==> src/hw/rtl/fmp_pkg.sv <==
// package: constants and elaboration helpers for the fibonacci matrix power block
`timescale 1ns / 1ps

package fmp_pkg;

    // default widths
    localparam int DEF_INDEX_BITS = 8;
    localparam int DEF_VALUE_BITS = 64;

    // result status codes
    localparam logic [1:0] ST_OK       = 2'd0;
    localparam logic [1:0] ST_INVALID  = 2'd1;
    localparam logic [1:0] ST_OVERFLOW = 2'd2;

    // largest k whose fibonacci number fits a signed vb-bit value
    function automatic logic [63:0] max_safe_index(input int vb);
        logic [63:0] limit;
        logic [63:0] prev;
        logic [63:0] cur;
        logic [63:0] nx;
        logic [63:0] k;
        limit = (64'hFFFF_FFFF_FFFF_FFFF >> (64 - vb)) >> 1;
        prev  = 64'd1;
        cur   = 64'd1;
        k     = 64'd2;
        while (prev + cur <= limit) begin
            nx   = prev + cur;
            prev = cur;
            cur  = nx;
            k    = k + 64'd1;
        end
        return k;
    endfunction

endpackage

==> src/hw/rtl/fibonacci_matrix_power.sv <==
// top level: fibonacci number by 2x2 matrix square-and-multiply on one shared multiplier
//
//   channel   direction  ports                      handshake
//   command   in         i_start, i_index           taken when i_start && !o_busy
//   result    out        o_done, o_value, o_status  one-cycle strobe o_done
//
// index 0, 1 and 2 answer in the cycle after the transaction, busy stays low.
// larger indices keep busy high while matrix products run; each product
// is four scalar terms, each term three half-width partial products through the one
// multiplier, then the drain and commit states.
// reset is synchronous active low and clears the sequencer and the strobe.
// the receiver cannot stall: each result is shown for exactly one cycle.
`timescale 1ns / 1ps

module fibonacci_matrix_power
    import fmp_pkg::*;
#(
    parameter int INDEX_BITS = DEF_INDEX_BITS,
    parameter int VALUE_BITS = DEF_VALUE_BITS
) (
    input  logic                  i_clk,
    input  logic                  i_rst_n,
    input  logic                  i_start,
    input  logic [INDEX_BITS-1:0] i_index,
    output logic                  o_busy,
    output logic                  o_done,
    output logic [VALUE_BITS-1:0] o_value,
    output logic [1:0]            o_status
);

    localparam int HW = (VALUE_BITS + 1) / 2;
    localparam int PW = 2 * HW;
    localparam logic [63:0] MAX_SAFE = max_safe_index(VALUE_BITS);

    // sequencer states
    localparam logic [2:0] S_IDLE   = 3'd0;
    localparam logic [2:0] S_STEP   = 3'd1;
    localparam logic [2:0] S_MUL    = 3'd2;
    localparam logic [2:0] S_DRAIN  = 3'd3;
    localparam logic [2:0] S_COMMIT = 3'd4;
    localparam logic [2:0] S_FIN    = 3'd5;

    // scalar terms of one symmetric matrix product
    localparam logic [1:0] K_AB = 2'd0;  // x.a * y.b  into b
    localparam logic [1:0] K_BC = 2'd1;  // x.b * y.c  into b
    localparam logic [1:0] K_BB = 2'd2;  // x.b * y.b  into c
    localparam logic [1:0] K_CC = 2'd3;  // x.c * y.c  into c

    // partial products of one term
    localparam logic [1:0] Q_LL = 2'd0;
    localparam logic [1:0] Q_LH = 2'd1;
    localparam logic [1:0] Q_HL = 2'd2;

    logic [2:0]            r_state, n_state;
    logic                  r_done;
    logic                  r_pv;
    logic                  r_sel_acc;
    logic [1:0]            r_k, r_q, r_pk, r_pq;
    logic [INDEX_BITS-1:0] r_e;
    logic                  r_ovf;
    logic [VALUE_BITS-1:0] r_value;
    logic [1:0]            r_status;

    // matrices kept as [[a,b],[b,c]]
    logic [VALUE_BITS-1:0] r_acc_a, r_acc_b, r_acc_c;
    logic [VALUE_BITS-1:0] r_bas_a, r_bas_b, r_bas_c;
    logic [VALUE_BITS-1:0] r_sb, r_sc;
    logic [PW-1:0]         r_prod;

    logic                  w_accept;
    logic [VALUE_BITS-1:0] w_xa, w_xb, w_xc;
    logic [VALUE_BITS-1:0] w_xs, w_ys;
    logic [PW-1:0]         w_xe, w_ye;
    logic [HW-1:0]         w_op1, w_op2;
    logic [PW-1:0]         w_term;
    logic                  w_more;

    assign w_accept = i_start && (r_state == S_IDLE);
    assign w_more   = r_sel_acc && (r_e[INDEX_BITS-1:1] != '0);

    // left operand: accumulator or base, right operand always base
    assign w_xa = r_sel_acc ? r_acc_a : r_bas_a;
    assign w_xb = r_sel_acc ? r_acc_b : r_bas_b;
    assign w_xc = r_sel_acc ? r_acc_c : r_bas_c;

    // scalar pick for the current term
    always_comb begin
        case (r_k)
            K_AB:    begin w_xs = w_xa; w_ys = r_bas_b; end
            K_BC:    begin w_xs = w_xb; w_ys = r_bas_c; end
            K_BB:    begin w_xs = w_xb; w_ys = r_bas_b; end
            default: begin w_xs = w_xc; w_ys = r_bas_c; end
        endcase
    end

    // half-word pick for the current partial product
    assign w_xe = PW'(w_xs);
    assign w_ye = PW'(w_ys);
    always_comb begin
        case (r_q)
            Q_LL:    begin w_op1 = w_xe[HW-1:0];  w_op2 = w_ye[HW-1:0];  end
            Q_LH:    begin w_op1 = w_xe[HW-1:0];  w_op2 = w_ye[PW-1:HW]; end
            default: begin w_op1 = w_xe[PW-1:HW]; w_op2 = w_ye[HW-1:0];  end
        endcase
    end

    // cross products land one half-word up
    assign w_term = (r_pq == Q_LL) ? r_prod : {r_prod[HW-1:0], {HW{1'b0}}};

    // next state
    always_comb begin
        n_state = r_state;
        unique case (r_state)
            S_IDLE: begin
                if (w_accept && (i_index > INDEX_BITS'(2))) n_state = S_STEP;
            end
            S_STEP: begin
                n_state = (r_e == '0) ? S_FIN : S_MUL;
            end
            S_MUL: begin
                if ((r_q == Q_HL) && (r_k == K_CC)) n_state = S_DRAIN;
            end
            S_DRAIN:  n_state = S_COMMIT;
            S_COMMIT: n_state = w_more ? S_MUL : S_STEP;
            S_FIN:    n_state = S_IDLE;
            default:  n_state = S_IDLE;
        endcase
    end

    // control registers
    always_ff @(posedge i_clk) begin
        if (!i_rst_n) begin
            r_state <= S_IDLE;
            r_done  <= 1'b0;
            r_pv    <= 1'b0;
        end else begin
            r_state <= n_state;
            r_pv    <= (r_state == S_MUL);
            r_done  <= (w_accept && (i_index <= INDEX_BITS'(2))) || (r_state == S_FIN);
        end
    end

    // datapath registers
    always_ff @(posedge i_clk) begin
        // shared multiplier, registered
        r_prod <= PW'(w_op1) * PW'(w_op2);
        r_pk   <= r_k;
        r_pq   <= r_q;

        // accumulate the previous partial product
        if (r_pv) begin
            if ((r_pk == K_AB) || (r_pk == K_BC)) r_sb <= r_sb + w_term[VALUE_BITS-1:0];
            else                                  r_sc <= r_sc + w_term[VALUE_BITS-1:0];
        end

        unique case (r_state)
            S_IDLE: begin
                if (w_accept) begin
                    r_acc_a  <= VALUE_BITS'(1);
                    r_acc_b  <= '0;
                    r_acc_c  <= VALUE_BITS'(1);
                    r_bas_a  <= VALUE_BITS'(1);
                    r_bas_b  <= VALUE_BITS'(1);
                    r_bas_c  <= '0;
                    r_sb     <= '0;
                    r_sc     <= '0;
                    r_e      <= i_index - INDEX_BITS'(2);
                    r_ovf    <= (64'(i_index) > MAX_SAFE);
                    r_value  <= (i_index == '0) ? '0 : VALUE_BITS'(1);
                    r_status <= (i_index == '0) ? ST_INVALID : ST_OK;
                end
            end
            S_STEP: begin
                r_sel_acc <= r_e[0];
                r_k       <= K_AB;
                r_q       <= Q_LL;
            end
            S_MUL: begin
                if (r_q == Q_HL) begin
                    r_q <= Q_LL;
                    r_k <= r_k + 2'd1;
                end else begin
                    r_q <= r_q + 2'd1;
                end
            end
            S_DRAIN: begin
            end
            S_COMMIT: begin
                if (r_sel_acc) begin
                    r_acc_a <= r_sb + r_sc;
                    r_acc_b <= r_sb;
                    r_acc_c <= r_sc;
                end else begin
                    r_bas_a <= r_sb + r_sc;
                    r_bas_b <= r_sb;
                    r_bas_c <= r_sc;
                end
                r_sb <= '0;
                r_sc <= '0;
                r_k  <= K_AB;
                r_q  <= Q_LL;
                if (w_more) r_sel_acc <= 1'b0;
                else        r_e       <= r_e >> 1;
            end
            S_FIN: begin
                r_value  <= r_acc_a + r_acc_b;
                r_status <= r_ovf ? ST_OVERFLOW : ST_OK;
            end
            default: begin
            end
        endcase
    end

    assign o_busy   = (r_state != S_IDLE);
    assign o_done   = r_done;
    assign o_value  = r_value;
    assign o_status = r_status;

endmodule

==> config.mk <==
export PLATFORM = sky130hd
export DESIGN_NAME = fibonacci_matrix_power
export DESIGN_NICKNAME = d
export VERILOG_FILES = /design/src/hw/rtl/fmp_pkg.sv /design/src/hw/rtl/fibonacci_matrix_power.sv
export SDC_FILE = /design/constraint.sdc
export NUM_CORES = 2
export LEC_CHECK = 0
export ABC_AREA = 1
export BUFFER_PORTS_ARGS = -buffer_cell sky130_fd_sc_hd__clkbuf_2
export CELL_PAD_IN_SITES_DETAIL_PLACEMENT = 0
export CELL_PAD_IN_SITES_GLOBAL_PLACEMENT = 1
export CORE_MARGIN = 2
export CORE_UTILIZATION = 53
export CTS_CLUSTER_DIAMETER = 200
export DETAILED_ROUTE_END_ITERATION = 10
export HOLD_SLACK_MARGIN = 0.05
export PLACE_DENSITY_LB_ADDON = 0.12
export SKIP_LAST_GASP = 1
export SLEW_MARGIN = 25
export SYNTH_ARGS = -nofsm -noshare
export SYNTH_HDL_FRONTEND = slang
export SYNTH_SLANG_ARGS = --single-unit
==> constraint.sdc <==
create_clock -name i_clk -period 34.3 [get_ports i_clk]
set_clock_uncertainty 0.2 [all_clocks]
set_input_delay 1.715 -clock i_clk [delete_from_list [all_inputs] [get_ports i_clk]]
set_output_delay 1.715 -clock i_clk [all_outputs]
set_load 0.02 [all_outputs]
# Word level (Yosys, flattened, before mapping)
# Index checks and enable logic that the tools add are counted.
[totals]
elab_cells = 134
inputBits = 11
ff_bits = 665
output_inout_bits = 68
[op_classes]
reduce_logical = 32
n_eq_ne = 19
muxes = 51
multipliers = 1
order_cmp = 3
add_sub_neg = 7
[op_table]
columns = ["operator", "n"]
rows = [
  ["two-way mux 64 bit", 20],
  ["one-hot mux 64 bit (2 select lines)", 10],
  ["adder 64 bit", 4],
  ["multiplier 32 x 32 -> 64 bit", 1],
  ["two-way mux 32 bit", 2],
  ["zero test 8 bit", 2],
  ["two-way mux 8 bit", 2],
  ["one-hot mux 8 bit (2 select lines)", 1],
  ["one-hot mux 3 bit (5 select lines)", 1],
  ["inequality test 2 bit (second input constant)", 7],
  ["one-hot mux 2 bit (2 select lines)", 3],
  ["two-way mux 2 bit", 5],
  ["AND reduction 2 bit", 5],
  ["two-way mux 3 bit", 3],
  ["AND reduction 3 bit", 3],
  ["greater-than comparator 8 x 2 -> 1 bit (second input constant)", 1],
  ["greater-than comparator 8 x 7 -> 1 bit (second input constant)", 1],
  ["<= comparator 8 x 2 -> 1 bit (second input constant)", 1],
  ["zero test 2 bit", 4],
  ["nonzero test 2 bit", 4],
  ["OR reduction 2 bit", 4],
  ["subtractor 8 x 2 -> 8 bit (second input constant)", 1],
  ["nonzero test 7 bit", 1],
  ["== test 2 x 1 -> 1 bit (second input constant)", 3],
  ["other kinds (12)", 24],
]

# Logic depth before layout (Yosys ltp)
[depth]
word_depth = 7
depth_mapped = 40
depth_no_buf = 38

# Worst setup path before layout
# OpenSTA, ideal clock, no wires.
[synth_timing]
path_type = "register -> register"
from = "reg r_state[1]"
to = "reg r_e[0], enable pin"
required_ns = 33.754
n_path_buf = 0
setup_slack_ns = 17.975
arrival_time_ns = 15.779
stages_incl_launch_ff = 7
setup_time_ns = 0.346
synth_period_minus_slack_ns = 16.325
cell_sequence = "dfxtp_1 nor2_1 inv_1 nor2_1 inv_1 o21ai_0 or2_2"
[synth_via]
elab_chain_cells = 4
word_cells_on_any_way = 7
cone_classes = "eq/ne: 3; reduce/logical: 4"
[synth_rtl]
columns = ["element", "line_no", "text"]
rows = [
  ["start, declared", "fibonacci_matrix_power.sv:54", "logic [2:0] r_state, n_state;"],
  ["start signal, assigned", "fibonacci_matrix_power.sv:137", "r_state <= n_state;"],
  ["zero test 3 bit", "fibonacci_matrix_power.sv:78, fibonacci_matrix_power.sv:156", ""],
  ["logical AND 1 bit", "fibonacci_matrix_power.sv:78", "assign w_accept = i_start && (r_state == S_IDLE);"],
  ["inequality test 2 bit (no line)", "n/a", ""],
  ["AND reduction 3 bit (no line) *", "n/a", ""],
  ["end signal, assigned", "fibonacci_matrix_power.sv:167", "r_e <= i_index - INDEX_BITS'(2);"],
  ["end signal, assigned", "fibonacci_matrix_power.sv:203", "else r_e <= r_e >> 1;"],
  ["end, declared", "fibonacci_matrix_power.sv:59", "logic [INDEX_BITS-1:0] r_e;"],
]
# Mark *: on every way between the ends. The rest lies on a longest branch, timed or not.
# A chain may end at the register's enable or synchronous reset.

# Worst setup path after layout
[layout_timing]
from = "reg r_sel_acc"
to = "reg r_prod[39]"
[layout_via]
elab_chain_cells = 4
word_cells_on_any_way = 6
cone_classes = "mul: 1; mux: 5"
[layout_rtl]
columns = ["element", "line_no", "text"]
rows = [
  ["start, declared", "fibonacci_matrix_power.sv:57", "logic r_sel_acc;"],
  ["start signal, assigned", "fibonacci_matrix_power.sv:174", "r_sel_acc <= r_e[0];"],
  ["two-way mux 64 bit (on tied branches)", "fibonacci_matrix_power.sv:84, fibonacci_matrix_power.sv:82, fibonacci_matrix_power.sv:83", ""],
  ["one-hot mux 64 bit (2 select lines) *", "fibonacci_matrix_power.sv:88", "case (r_k)"],
  ["two-way mux 32 bit *", "fibonacci_matrix_power.sv:100", "case (r_q)"],
  ["multiplier 32 x 32 -> 64 bit *", "fibonacci_matrix_power.sv:146", "r_prod <= PW'(w_op1) * PW'(w_op2);"],
  ["end signal, assigned", "fibonacci_matrix_power.sv:146", ""],
  ["end, declared", "fibonacci_matrix_power.sv:68", "logic [PW-1:0] r_prod;"],
]
# Marks and branches as above.

==> summary.txt <==
Setup path
  • Setup CP Type: flip-flop to flip-flop
  • Worst Path Max Fanout: 107
  • Critical path data required time: 34680 ps
  • Crit-path most repeated cell: fa_1
  • Critical Path Max Stage Delay: 810 ps
  • Startpoint types: flip-flop
  • Slowest-stage cell, CP: buf_4
  • Worst EP arrival: 11470 ps
  • CP endpoint kind: flip-flop

Yosys
  • Post-Syn Nets: 13000
  • Post-synth EDFFs: 464
  • Syn Inst Count: 11600
  • Async set-reset flop share out of synthesis: 0%
  • Yosys cell types: 52
  • Synth Area per Inst: 7.16 um2
  • Syn. warnings: 0
  • Main synth FF type: edfxtp_1
  • Flops & latches, synth: 664
  • Mapped cell area: 83000 um2
  • Seq/Total Area, Yosys: 21.6%

Die
  • Overall die height: 400 um
  • Io pins: 79
  • Rows: 145
  • Core Area: 156000 um2
  • Die ar.: 160000 um2
  • Die outline width: 400 um
  • Initial Util: 53.2%

Clock network
  • Latest clock arrival within the worst-skew pair: 740 ps
  • CTS resizes: 0
  • Clock buffer depth: 3
  • Clock tree root buffer cell: clkbuf_16
  • CTS sink cnt: 664
  • Setup Buffers After CTS: 0
  • Clk slew on worst S/H paths: 60 ps
  • TritonCTS Buffers: 80
  • TritonCTS clock tree: built
  • Htree depth: 3
  • Post-CTS Hold Buffers: 0

Drt
  • DR vias/cell: 5.79
  • Drt first pass iters: 9
  • DR WL/cell: 26.5 um
  • Residual DRC: 0
  • DRT iter0 DRCs: 10100
  • Number of routed nets with antenna violations: 0
  • Final WL: 361000 um
  • Vias: 78900

Final layout
  • Final #Nets: 12900
  • Commonest cells after routing, fill and taps aside: nand2_1 (2856), inv_1 (2536), nor2_1 (1618)
  • Layout cells sized above 1: 5.09%
  • Commonest non-fill, non-tap cell in the layout: nand2_1
  • P&R area growth vs syn: 5.73%

Global route
  • First-pass GRT wire length: 516000 um
  • Initial antenna violation count: 14
  • Vias in the first global route: 75900
  • GR Util All Layers: 45.2%
  • Grt ovf: 0
  • Largest net degree at the start of global routing: 176

STA
  • Min Tclk post-route: 11100 ps
  • Setup total negative slack: 0 ps
  • Final hold vios: 0
  • Setup-failing EPs final: 0
  • RSZ-0062 raised after global routing: false
  • Least-Margin Pin Slew: 1170 ps
  • Final critical-path share of the clock period: 32.4%
  • Slew Limit Fails: 0
  • Slew margin rel.: 20.9%
  • F_max: 0.0901 GHz

Placed design
  • IO buf count: 78
  • DP Wirelength: 297000 um
  • RePlAce Congestion: 1.12

Run
  • Max Cap Viol: 0

Run status
  • Status: completed

Hold path
  • Hold Crit Class: flip-flop to flip-flop
## state kept, by name, summed over array words and instances, names as in the netlist, 3 cells and up
register and flops:
r_e 8, o_value 64, r_bas_a 64, r_sb 64, r_acc_c 64, r_bas_b 64, r_sc 64, r_state 3
r_acc_b 64, r_bas_c 64, r_acc_a 64, r_prod 64
## area by class of cell
cell class / count / area [um2]
antenna: 3 / 7.51
clock buffer: 93 / 2080
clock inverter: 56 / 657
fill: 15000 / 68100
inverter: 2599 / 9760
multi-input combinational: 7995 / 53600
sequential: 664 / 17900
tap: 2058 / 2570
timing repair buffer: 162 / 1060
## kinds of logic (layout without fill, tap and decap cells)
group	Yosys count	in the layout	share of synthesized area, %
buf+inv	2924	2910	13.9
compound gates	1337	1337	9.10
simple gates	5131	5131	24.6
other cells	0	3	0
fa+ha+maj	1424	1424	29.6
xor+xnor	103	103	1.09
flops	664	664	21.6
## cell usage after synthesis (13+ instances only)
cell      instances  area [um2]
buf_2           146         731
xor2_1           58         508
o21ai_1          47         235
inv_1          2537        9520
inv_2            59         221
dfxtp_1         200        4000
nand3_1         348        1740
nand2_1        2859       10700
o21ai_0         524        2620
clkbuf_1         96         360
o21bai_1         22         165
edfxtp_1        464       13900
o21a_1           23         173
a21oi_1         590        2950
fa_1            900       18000
nand4_1          22         138
nor2_2          148         926
o221ai_1         34         298
nor3_1           65         325
xnor2_1          45         394
buf_6            34         383
nor2_1         1621        6080
a32oi_4          13         358
ha_1            524        6560
nor4_1           14        87.6
buf_4            36         270
o211ai_1         33         248
## worst max-delay path, delay by kind of cell (launching register included)
kind	cells	cell delay, ps
flops	1	450
compound gates	6	1400
simple gates	8	1700
fa+ha+maj	9	4590
buf+inv	6	2490
## metrics by stage
| stage | cells | hold WS, ps | util (%) | area, um2 | setup WS (ps) |
|---|---|---|---|---|---|
| floorplan | 11600 | 174 | - | 83000 | 17980 |
| finish | 13600 | 223 | 56.3 | 87700 | 23200 |
| global route | 13600 | 238 | 56.3 | 87700 | 22860 |
| CTS | 13600 | 217 | 56.3 | 87700 | 23270 |
| global placement | 13500 | 185 | 54.5 | 84900 | 23490 |
| detailed placement | 13500 | 203 | 54.5 | 84900 | 23360 |
## per-layer routing
layer,GRT usage (%),vias up,wire (um)
met2,66.0,5089,150000
met5,0,-,110
met1,57.1,37500,133000
li1,-,35000,-
met3,12.7,1236,44700
met4,33.2,14,33200
## path summary, 6_finish.rpt
| path | slack [ps] | end | start | cells after the start |
|---|---|---|---|---|
| max | 23200 | r_prod[39]$_DFF_P_ | r_sel_acc$_SDFFCE_PP0P_ | 29 |
| min | 220 | r_pq[1]$_DFF_P_ | r_q[1]$_SDFFCE_PP0P_ | 0 |
| max reg2reg | 23200 | r_prod[39]$_DFF_P_ | r_sel_acc$_SDFFCE_PP0P_ | 29 |
| min reg2reg | 220 | r_pq[1]$_DFF_P_ | r_q[1]$_SDFFCE_PP0P_ | 0 |
Power is left out: the tool's default activity adds up to more than one toggle a clock period on the data nets, which glitch-free logic cannot reach.
